--- config.mk ---
export PLATFORM = sky130hd
export DESIGN_NAME = stable_priority_queue
export DESIGN_NICKNAME = d
export VERILOG_FILES = /design/src/spq_pkg.sv /design/src/spq_cell.sv /design/src/stable_priority_queue.sv
export VERILOG_INCLUDE_DIRS = /design/src /design/src/src
export SDC_FILE = /design/constraint.sdc
export NUM_CORES = 2
export LEC_CHECK = 0
export BUFFER_PORTS_ARGS = -buffer_cell sky130_fd_sc_hd__buf_2
export CAP_MARGIN = 20
export CORE_MARGIN = 2
export CORE_UTILIZATION = 40
export DETAILED_ROUTE_END_ITERATION = 10
export HOLD_SLACK_MARGIN = 0.03
export PLACE_DENSITY = 0.61
export SLEW_MARGIN = 20
export SYNTH_ARGS = -nofsm -noshare
export SYNTH_HDL_FRONTEND = slang
export SYNTH_HIERARCHICAL = 1
export SYNTH_SLANG_ARGS = --single-unit
--- constraint.sdc ---
create_clock -name clock -period 7.6 [get_ports clock]
set_clock_uncertainty 0.15 [all_clocks]
set_input_delay 0.38 -clock clock [delete_from_list [all_inputs] [get_ports clock]]
set_output_delay 0.38 -clock clock [all_outputs]
set_load 0.05 [all_outputs]
--- src/stable_priority_queue_assert.svh ---
// ----------------------------------------------------------------------------
// Assertion macros for the stable priority queue
// Shared concurrent check forms, clocked and disabled during reset.
// ----------------------------------------------------------------------------
`ifndef STABLE_PRIORITY_QUEUE_ASSERT_SVH
`define STABLE_PRIORITY_QUEUE_ASSERT_SVH

// Condition that must hold at every edge outside reset.
`define SPQ_CHECK(label, clk, rst, cond) \
   label: assert property (@(posedge clk) disable iff (rst) (cond)) \
      else $error("spq check failed");

// Same-cycle implication.
`define SPQ_CHECK_IMPL(label, clk, rst, ante, cons) \
   label: assert property (@(posedge clk) disable iff (rst) (ante) |-> (cons)) \
      else $error("spq implication failed");

// Next-cycle implication.
`define SPQ_CHECK_NEXT(label, clk, rst, ante, cons) \
   label: assert property (@(posedge clk) disable iff (rst) (ante) |=> (cons)) \
      else $error("spq next-cycle check failed");

`endif

--- src/spq_pkg.sv ---
// ----------------------------------------------------------------------------
// spq_pkg
// Types and constants shared by the priority queue cells and top level.
// ----------------------------------------------------------------------------
package spq_pkg;

   localparam int ID_W       = 32;
   localparam int PAY_W      = 64;
   localparam int REQ_PRIO_W = 8;
   localparam int COUNT_W    = 5;
   localparam int STATUS_W   = 2;

   localparam logic [STATUS_W-1:0] ST_OK    = 2'd0;
   localparam logic [STATUS_W-1:0] ST_EMPTY = 2'd1;
   localparam logic [STATUS_W-1:0] ST_FULL  = 2'd2;

   localparam logic KIND_ENQ = 1'b0;
   localparam logic KIND_DEQ = 1'b1;

   // Broadcast operation to every cell in the chain.
   typedef struct packed {
      logic enq;
      logic deq;
   } cell_ctl_type;

endpackage

--- src/spq_cell.sv ---
// ----------------------------------------------------------------------------
// spq_cell
// One slot of the sorted chain. Keeps, loads the new entry, or shifts from
// a neighbor, depending on its own and its upper neighbor's compare.
// ----------------------------------------------------------------------------
module spq_cell
   import spq_pkg::*;
#(
   parameter int PRIO_BITS = 8
) (
   input  logic                 clock,
   input  logic                 reset,
   input  cell_ctl_type         ctl,
   input  logic [PRIO_BITS-1:0] new_prio,
   input  logic [ID_W-1:0]      new_id,
   input  logic [PAY_W-1:0]     new_payload,
   // upper neighbor (toward head)
   input  logic                 up_lower,
   input  logic                 up_valid,
   input  logic [PRIO_BITS-1:0] up_prio,
   input  logic [ID_W-1:0]      up_id,
   input  logic [PAY_W-1:0]     up_payload,
   // lower neighbor (toward tail)
   input  logic                 dn_valid,
   input  logic [PRIO_BITS-1:0] dn_prio,
   input  logic [ID_W-1:0]      dn_id,
   input  logic [PAY_W-1:0]     dn_payload,
   // own state
   output logic                 lower,
   output logic                 valid,
   output logic [PRIO_BITS-1:0] prio,
   output logic [ID_W-1:0]      id,
   output logic [PAY_W-1:0]     payload
);

   logic                 valid_ff, valid_in;
   logic [PRIO_BITS-1:0] prio_ff, prio_in;
   logic [ID_W-1:0]      id_ff, id_in;
   logic [PAY_W-1:0]     payload_ff, payload_in;

   // new entry belongs at or above this slot: empty, or strictly lower priority
   assign lower = !valid_ff || (prio_ff < new_prio);

   always_comb begin
      valid_in   = valid_ff;
      prio_in    = prio_ff;
      id_in      = id_ff;
      payload_in = payload_ff;
      priority if (ctl.enq && up_lower) begin
         valid_in   = up_valid;
         prio_in    = up_prio;
         id_in      = up_id;
         payload_in = up_payload;
      end else if (ctl.enq && lower) begin
         valid_in   = 1'b1;
         prio_in    = new_prio;
         id_in      = new_id;
         payload_in = new_payload;
      end else if (ctl.deq) begin
         valid_in   = dn_valid;
         prio_in    = dn_prio;
         id_in      = dn_id;
         payload_in = dn_payload;
      end
   end

   always_ff @(posedge clock) begin
      if (reset) begin
         valid_ff <= 1'b0;
      end else begin
         valid_ff <= valid_in;
      end
   end

   always_ff @(posedge clock) begin
      prio_ff    <= prio_in;
      id_ff      <= id_in;
      payload_ff <= payload_in;
   end

   assign valid   = valid_ff;
   assign prio    = prio_ff;
   assign id      = id_ff;
   assign payload = payload_ff;

endmodule

--- src/stable_priority_queue.sv ---
// Result: registered; appears on rsp_tvalid in the cycle after the request transfer.
// Throughput: one enqueue or dequeue per cycle while rsp_tready keeps req_tready high; every cell of the chain
// compares against the new priority and shifts in the same cycle.
// Reset: synchronous, active high; empties the queue (cell valid bits and
// count cleared), no clearing pass, ready on the first cycle after reset.
// ----------------------------------------------------------------------------
// stable_priority_queue
// Bounded sorted queue, highest priority at the head, equal priorities
// leave in arrival order. Built as a chain of DEPTH cells.
// ----------------------------------------------------------------------------
`include "stable_priority_queue_assert.svh"

module stable_priority_queue
   import spq_pkg::*;
#(
   parameter int DEPTH     = 16,
   parameter int PRIO_BITS = 8
) (
   input  logic         clock,
   input  logic         reset,
   input  logic         req_tvalid,
   output logic         req_tready,
   input  logic [103:0] req_tdata,   // item_id[31:0], payload[95:32], priority_req[103:96]
   input  logic [0:0]   req_tuser,   // kind[0]
   output logic         rsp_tvalid,
   input  logic         rsp_tready,
   output logic [103:0] rsp_tdata,   // out_id[31:0], out_payload[95:32], count[100:96],
                                     // is_empty[101], zero[103:102]
   output logic [1:0]   rsp_tuser    // status[1:0]
);

   localparam int OCC_W = $clog2(DEPTH + 1);

   logic                 req_xfer;
   logic                 kind;
   logic [ID_W-1:0]      req_id;
   logic [PAY_W-1:0]     req_payload;
   logic [PRIO_BITS-1:0] req_prio;
   logic                 full, empty, enq_ok, deq_ok;
   cell_ctl_type         ctl;

   logic                 c_lower   [DEPTH];
   logic                 c_valid   [DEPTH];
   logic [PRIO_BITS-1:0] c_prio    [DEPTH];
   logic [ID_W-1:0]      c_id      [DEPTH];
   logic [PAY_W-1:0]     c_payload [DEPTH];

   logic [OCC_W-1:0]     occ_ff, occ_in;
   logic [31:0]          occ_ext;

   logic                 rsp_valid_ff, rsp_valid_in;
   logic [STATUS_W-1:0]  rsp_status_ff, rsp_status_in;
   logic [ID_W-1:0]      rsp_id_ff, rsp_id_in;
   logic [PAY_W-1:0]     rsp_payload_ff, rsp_payload_in;
   logic [COUNT_W-1:0]   rsp_count_ff, rsp_count_in;
   logic                 rsp_empty_ff, rsp_empty_in;

   assign req_tready  = !rsp_valid_ff || rsp_tready;
   assign req_xfer    = req_tvalid && req_tready;
   assign kind        = req_tuser[0];
   assign req_id      = req_tdata[31:0];
   assign req_payload = req_tdata[95:32];
   assign req_prio    = PRIO_BITS'(req_tdata[103:96]);

   assign full   = c_valid[DEPTH-1];
   assign empty  = !c_valid[0];
   assign enq_ok = req_xfer && (kind == KIND_ENQ) && !full;
   assign deq_ok = req_xfer && (kind == KIND_DEQ) && !empty;

   assign ctl.enq = enq_ok;
   assign ctl.deq = deq_ok;

   for (genvar i = 0; i < DEPTH; i++) begin : g_cell
      logic                 up_lower, up_valid, dn_valid;
      logic [PRIO_BITS-1:0] up_prio, dn_prio;
      logic [ID_W-1:0]      up_id, dn_id;
      logic [PAY_W-1:0]     up_payload, dn_payload;

      if (i == 0) begin : g_head
         assign up_lower   = 1'b0;
         assign up_valid   = 1'b0;
         assign up_prio    = '0;
         assign up_id      = '0;
         assign up_payload = '0;
      end else begin : g_up
         assign up_lower   = c_lower[i-1];
         assign up_valid   = c_valid[i-1];
         assign up_prio    = c_prio[i-1];
         assign up_id      = c_id[i-1];
         assign up_payload = c_payload[i-1];
      end

      if (i == DEPTH - 1) begin : g_tail
         assign dn_valid   = 1'b0;
         assign dn_prio    = '0;
         assign dn_id      = '0;
         assign dn_payload = '0;
      end else begin : g_dn
         assign dn_valid   = c_valid[i+1];
         assign dn_prio    = c_prio[i+1];
         assign dn_id      = c_id[i+1];
         assign dn_payload = c_payload[i+1];
      end

      spq_cell #(
         .PRIO_BITS (PRIO_BITS)
      ) u_cell (
         .clock       (clock),
         .reset       (reset),
         .ctl         (ctl),
         .new_prio    (req_prio),
         .new_id      (req_id),
         .new_payload (req_payload),
         .up_lower    (up_lower),
         .up_valid    (up_valid),
         .up_prio     (up_prio),
         .up_id       (up_id),
         .up_payload  (up_payload),
         .dn_valid    (dn_valid),
         .dn_prio     (dn_prio),
         .dn_id       (dn_id),
         .dn_payload  (dn_payload),
         .lower       (c_lower[i]),
         .valid       (c_valid[i]),
         .prio        (c_prio[i]),
         .id          (c_id[i]),
         .payload     (c_payload[i])
      );
   end

   always_comb begin
      occ_in = occ_ff;
      if (enq_ok) begin
         occ_in = occ_ff + 1'b1;
      end else if (deq_ok) begin
         occ_in = occ_ff - 1'b1;
      end
   end

   assign occ_ext = 32'(occ_in);

   always_comb begin
      rsp_valid_in   = rsp_valid_ff;
      rsp_status_in  = rsp_status_ff;
      rsp_id_in      = rsp_id_ff;
      rsp_payload_in = rsp_payload_ff;
      rsp_count_in   = rsp_count_ff;
      rsp_empty_in   = rsp_empty_ff;
      if (rsp_valid_ff && rsp_tready) begin
         rsp_valid_in = 1'b0;
      end
      if (req_xfer) begin
         rsp_valid_in   = 1'b1;
         rsp_id_in      = '0;
         rsp_payload_in = '0;
         rsp_count_in   = occ_ext[COUNT_W-1:0];
         rsp_empty_in   = (occ_in == '0);
         priority if (kind == KIND_ENQ && full) begin
            rsp_status_in = ST_FULL;
         end else if (kind == KIND_DEQ && empty) begin
            rsp_status_in = ST_EMPTY;
         end else begin
            rsp_status_in = ST_OK;
            if (kind == KIND_DEQ) begin
               rsp_id_in      = c_id[0];
               rsp_payload_in = c_payload[0];
            end
         end
      end
   end

   always_ff @(posedge clock) begin
      if (reset) begin
         occ_ff       <= '0;
         rsp_valid_ff <= 1'b0;
      end else begin
         occ_ff       <= occ_in;
         rsp_valid_ff <= rsp_valid_in;
      end
   end

   always_ff @(posedge clock) begin
      rsp_status_ff  <= rsp_status_in;
      rsp_id_ff      <= rsp_id_in;
      rsp_payload_ff <= rsp_payload_in;
      rsp_count_ff   <= rsp_count_in;
      rsp_empty_ff   <= rsp_empty_in;
   end

   assign rsp_tvalid = rsp_valid_ff;
   assign rsp_tuser  = rsp_status_ff;
   assign rsp_tdata  = {2'b00, rsp_empty_ff, rsp_count_ff, rsp_payload_ff, rsp_id_ff};

   // ---- checks ----
   `SPQ_CHECK(a_head_valid, clock, reset, c_valid[0] == (occ_ff != '0))
   `SPQ_CHECK(a_tail_valid, clock, reset, c_valid[DEPTH-1] == (occ_ff == OCC_W'(DEPTH)))
   `SPQ_CHECK_NEXT(a_occ_enq, clock, reset, enq_ok, occ_ff == $past(occ_ff) + 1'b1)
   `SPQ_CHECK_IMPL(a_sorted, clock, reset, c_valid[1], c_prio[0] >= c_prio[1])

endmodule
==> results.toml <==
[outcome]
outcome = "finished, violations left"
failed_checks = "max-slew violations"

[clock_network]
cts_tree = "done"
clkLatencyLatePin_ns = 0.89
clockBufferDepth = 3
cts_htree_levels = 4
clk_pin_slew_ns = 0.06
ctsRootBufferMaster = "clkbuf_16"
numCtsBuffers = 195
cts_sinks = 1790

[critical_path]
crit_buf_inv = 6
reg2reg_from = "g_cell[9].u_cell/prio[5]"
worstPathRequired_ns = 8.18
critPathArrivalTime_ns = 5.95
critical_path_class = "input pin to flop"
reg2regPathDepth = 10
timing.rr.end = "g_cell[10].u_cell/payload[0]"
regToRegSetupSlack_ns = 2.45
cp_slowest_cell = "nand2b_4"
cp_max_fo = 52
crit_path_cell_trace = "dlygate4sd3_1 -> buf_2 -> inv_1 -> ha_1 -> a211o_1 -> a31oi_2 -> o31ai_4 -> inv_4 -> nand2b_4 -> or3_4 -> buf_4 -> buf_16 -> o221a_2"
crit_family = "buffers and inverters"
crit_path_start_kind = "input pin"
crit_path_max_incr_delay_ns = 0.79
worst_setup_path_end_kind = "flop"

[final_layout]
nets = 8765
synthToLayoutAreaGrowth_pct = 10.4
nFillCells = 22813
final_cells = 12044
drive_above_1_share_pct = 12.1

[logic_synthesis]
synth_area_leaders = "edfxtp_1, o2bb2ai_1, a2bb2oi_1, nor2_1, a2bb2oi_2"
synth_top_area_cell = "edfxtp_1"
synthTopCellsByCount = "nor2_1, edfxtp_1, o2bb2ai_1"
syn_area_per_cell_um2 = 11.7
syn_area_um2 = 101000
synth_top_area_share_pct = 52.5
yosysWarnings = 6
ys.flop_type = "edfxtp_1"
ys_types = 54
synth.most_common_cell = "nor2_1"
async_reset_ff_share_pct = 0
synth_cells = 8612
synth_edf_count = 1768
yosysSeqAreaShare_pct = 53.0
synth_seq_cells = 1790

[pwr]
p_switching_uw = 7690
ir_drop_mv = 0.281
swShare_pct = 29.5
power_density_nw_per_um2 = 234
p_leak_uw = 0.0363
p_clk_share_pct = 34.7
power_uw = 26100
power.internal_uw = 18400
combPwrFrac_pct = 17.7
p_seq_share_pct = 47.6

[sta]
fin_crit_sh_pct = 70.7
min_period_ns = 5.38
finalSetupTns_ns = 0
worst_slew_pin_slew_ns = 5.78
max_slew_margin_pct = -285
setup_viol = 0
maxSlewViolCount = 106
rsz0062_at_grt = "false"
max_clock_freq_mhz = 186
finalHoldWorstSlack_ns = 0.0873
hold_viol_final = 0

[drt]
vias = 79690
final_antenna_net_count = 0
drc = 0
wirelength_mm = 354
routedWlPerCell_um = 29.4
vias_per_cell = 6.62
drt_iter0_drc = 10268
drt-pass1-iter-count = 6

[place]
dp_cells = 11582
port_buffers = 214
dpl.hpwl_mm = 196
place_congestion = 0.857

[global_route]
grt_pass1_vias = 78345
grt_max_degree = 201
antenna_found_initial = 30
track_usage_pct = 26.5
grt_pass1_wl_mm = 524
overflow = 0

[die]
core_um2 = 251000
rows = 184
die_h_um = 507
boundaryPins = 217
initial_utilization_pct = 40.2
die_w_um = 507
dieArea_um2 = 257000

[min_path]
min_to = "g_cell[10].u_cell/payload[14]"
hold_class = "input pin to flop"
min_path_cells = 2
worstHoldStart = "req_tdata[46]"

[job]
max_cap_viol_count = 0
## cell families after synthesis
family                   Yosys count  synth area share (%)
other                              1               0.00371
AO/OA/AOI/OAI                   3498                  32.5
flip-flops                      1790                  53.0
AND/OR/NAND/NOR                 2088                  8.16
buffers and inverters           1113                  4.82
adder cells (fa/ha/maj)          114                  1.41
multiplexers                       4                0.0396
XOR/XNOR                           4                0.0421
## what timing repair did
item	CTS	global route
hold buffers	105	0
endpoints found under the hold margin	643	0
setup buffers	0	0
gates resized for setup	0	0
endpoints found under the setup margin	0	0
## layer usage
layer	share of wire (%)	global-route usage (%)	vias up
li1	-	-	34086
met1	42	37.1	40170
met2	43	39.6	4713
met3	12	7.74	689
met4	2.7	7.59	32
met5	0.062	0	-
## cell usage in the layout (no fill, tap or decap), types with 53 or more instances in the layout
cell type         n
buf_4           112
edfxtp_1       1768
nor2_1         1791
and3_1           97
clkbuf_1         53
o2bb2ai_1      1358
o221a_1         141
conb_1          217
a2bb2oi_1      1190
dlygate4sd3_1   105
a2bb2oi_2       280
ha_1            114
o221a_2          66
o32ai_1         220
buf_2           213
clkbuf_16       197
nand2_1         124
clkinv_1         53
inv_1           135
o22ai_1          98
## flip-flops by register name, summed over array words and instances (netlist names)
signal / count
g_cell.u_cell/payload: 1024
g_cell.u_cell/id: 512
g_cell.u_cell/prio: 128
rsp_payload_ff: 64
rsp_id_ff: 32
g_cell.u_cell/valid: 16
occ_ff: 5
rsp_count_ff: 5
rsp_tuser: 2
rsp_empty_ff: 1
rsp_tvalid: 1
## through the flow
stage	worst slack, ns	utilization [%]	cell area (µm²)
2_1_floorplan	2.17	-	102000
5_1_grt	2.12	44.4	112000
6_report	2.22	44.4	112000
3_5_place_dp	1.77	41.6	104000
3_3_place_gp	1.78	41.6	104000
4_1_cts	2.16	44.3	111000
## final cells by class
cell class,count,area (µm²),area share [%]
Tap cell,3348,4190,3.76
Timing Repair Buffer,466,3660,3.28
Multi-Input combinational cell,5925,43600,39.1
Antenna cell,7,17.5,0.0157
Sequential cell,1790,53500,48.0
Clock buffer,252,5160,4.62
Clock inverter,92,658,0.590
Inverter,164,717,0.643
## worst max-delay path by stage
stage	from	end	slack, ns	depth (start not counted)
after floorplan	rsp_tvalid	g_cell[0].u_cell/id[0]	2.17	7
after global placement	req_tdata[98]	g_cell[10].u_cell/payload[20]	1.78	11
after detailed placement	req_tdata[98]	g_cell[10].u_cell/payload[28]	1.77	11
after CTS	req_tdata[98]	g_cell[10].u_cell/payload[24]	2.16	12
after global routing	req_tdata[101]	g_cell[10].u_cell/payload[21]	2.12	13
final	req_tdata[98]	g_cell[10].u_cell/payload[0]	2.22	13
## power by group through the flow
stage	logic, µW	clock network (µW)	registers, µW
2_1_floorplan	2980	0	12500
3_3_place_gp	4330	0	12600
3_5_place_dp	4440	0	12600
4_1_cts	4500	9170	12400
5_1_grt	4880	9520	12500
6_report	4620	9050	12400
(Power assumes the default switching activity.)
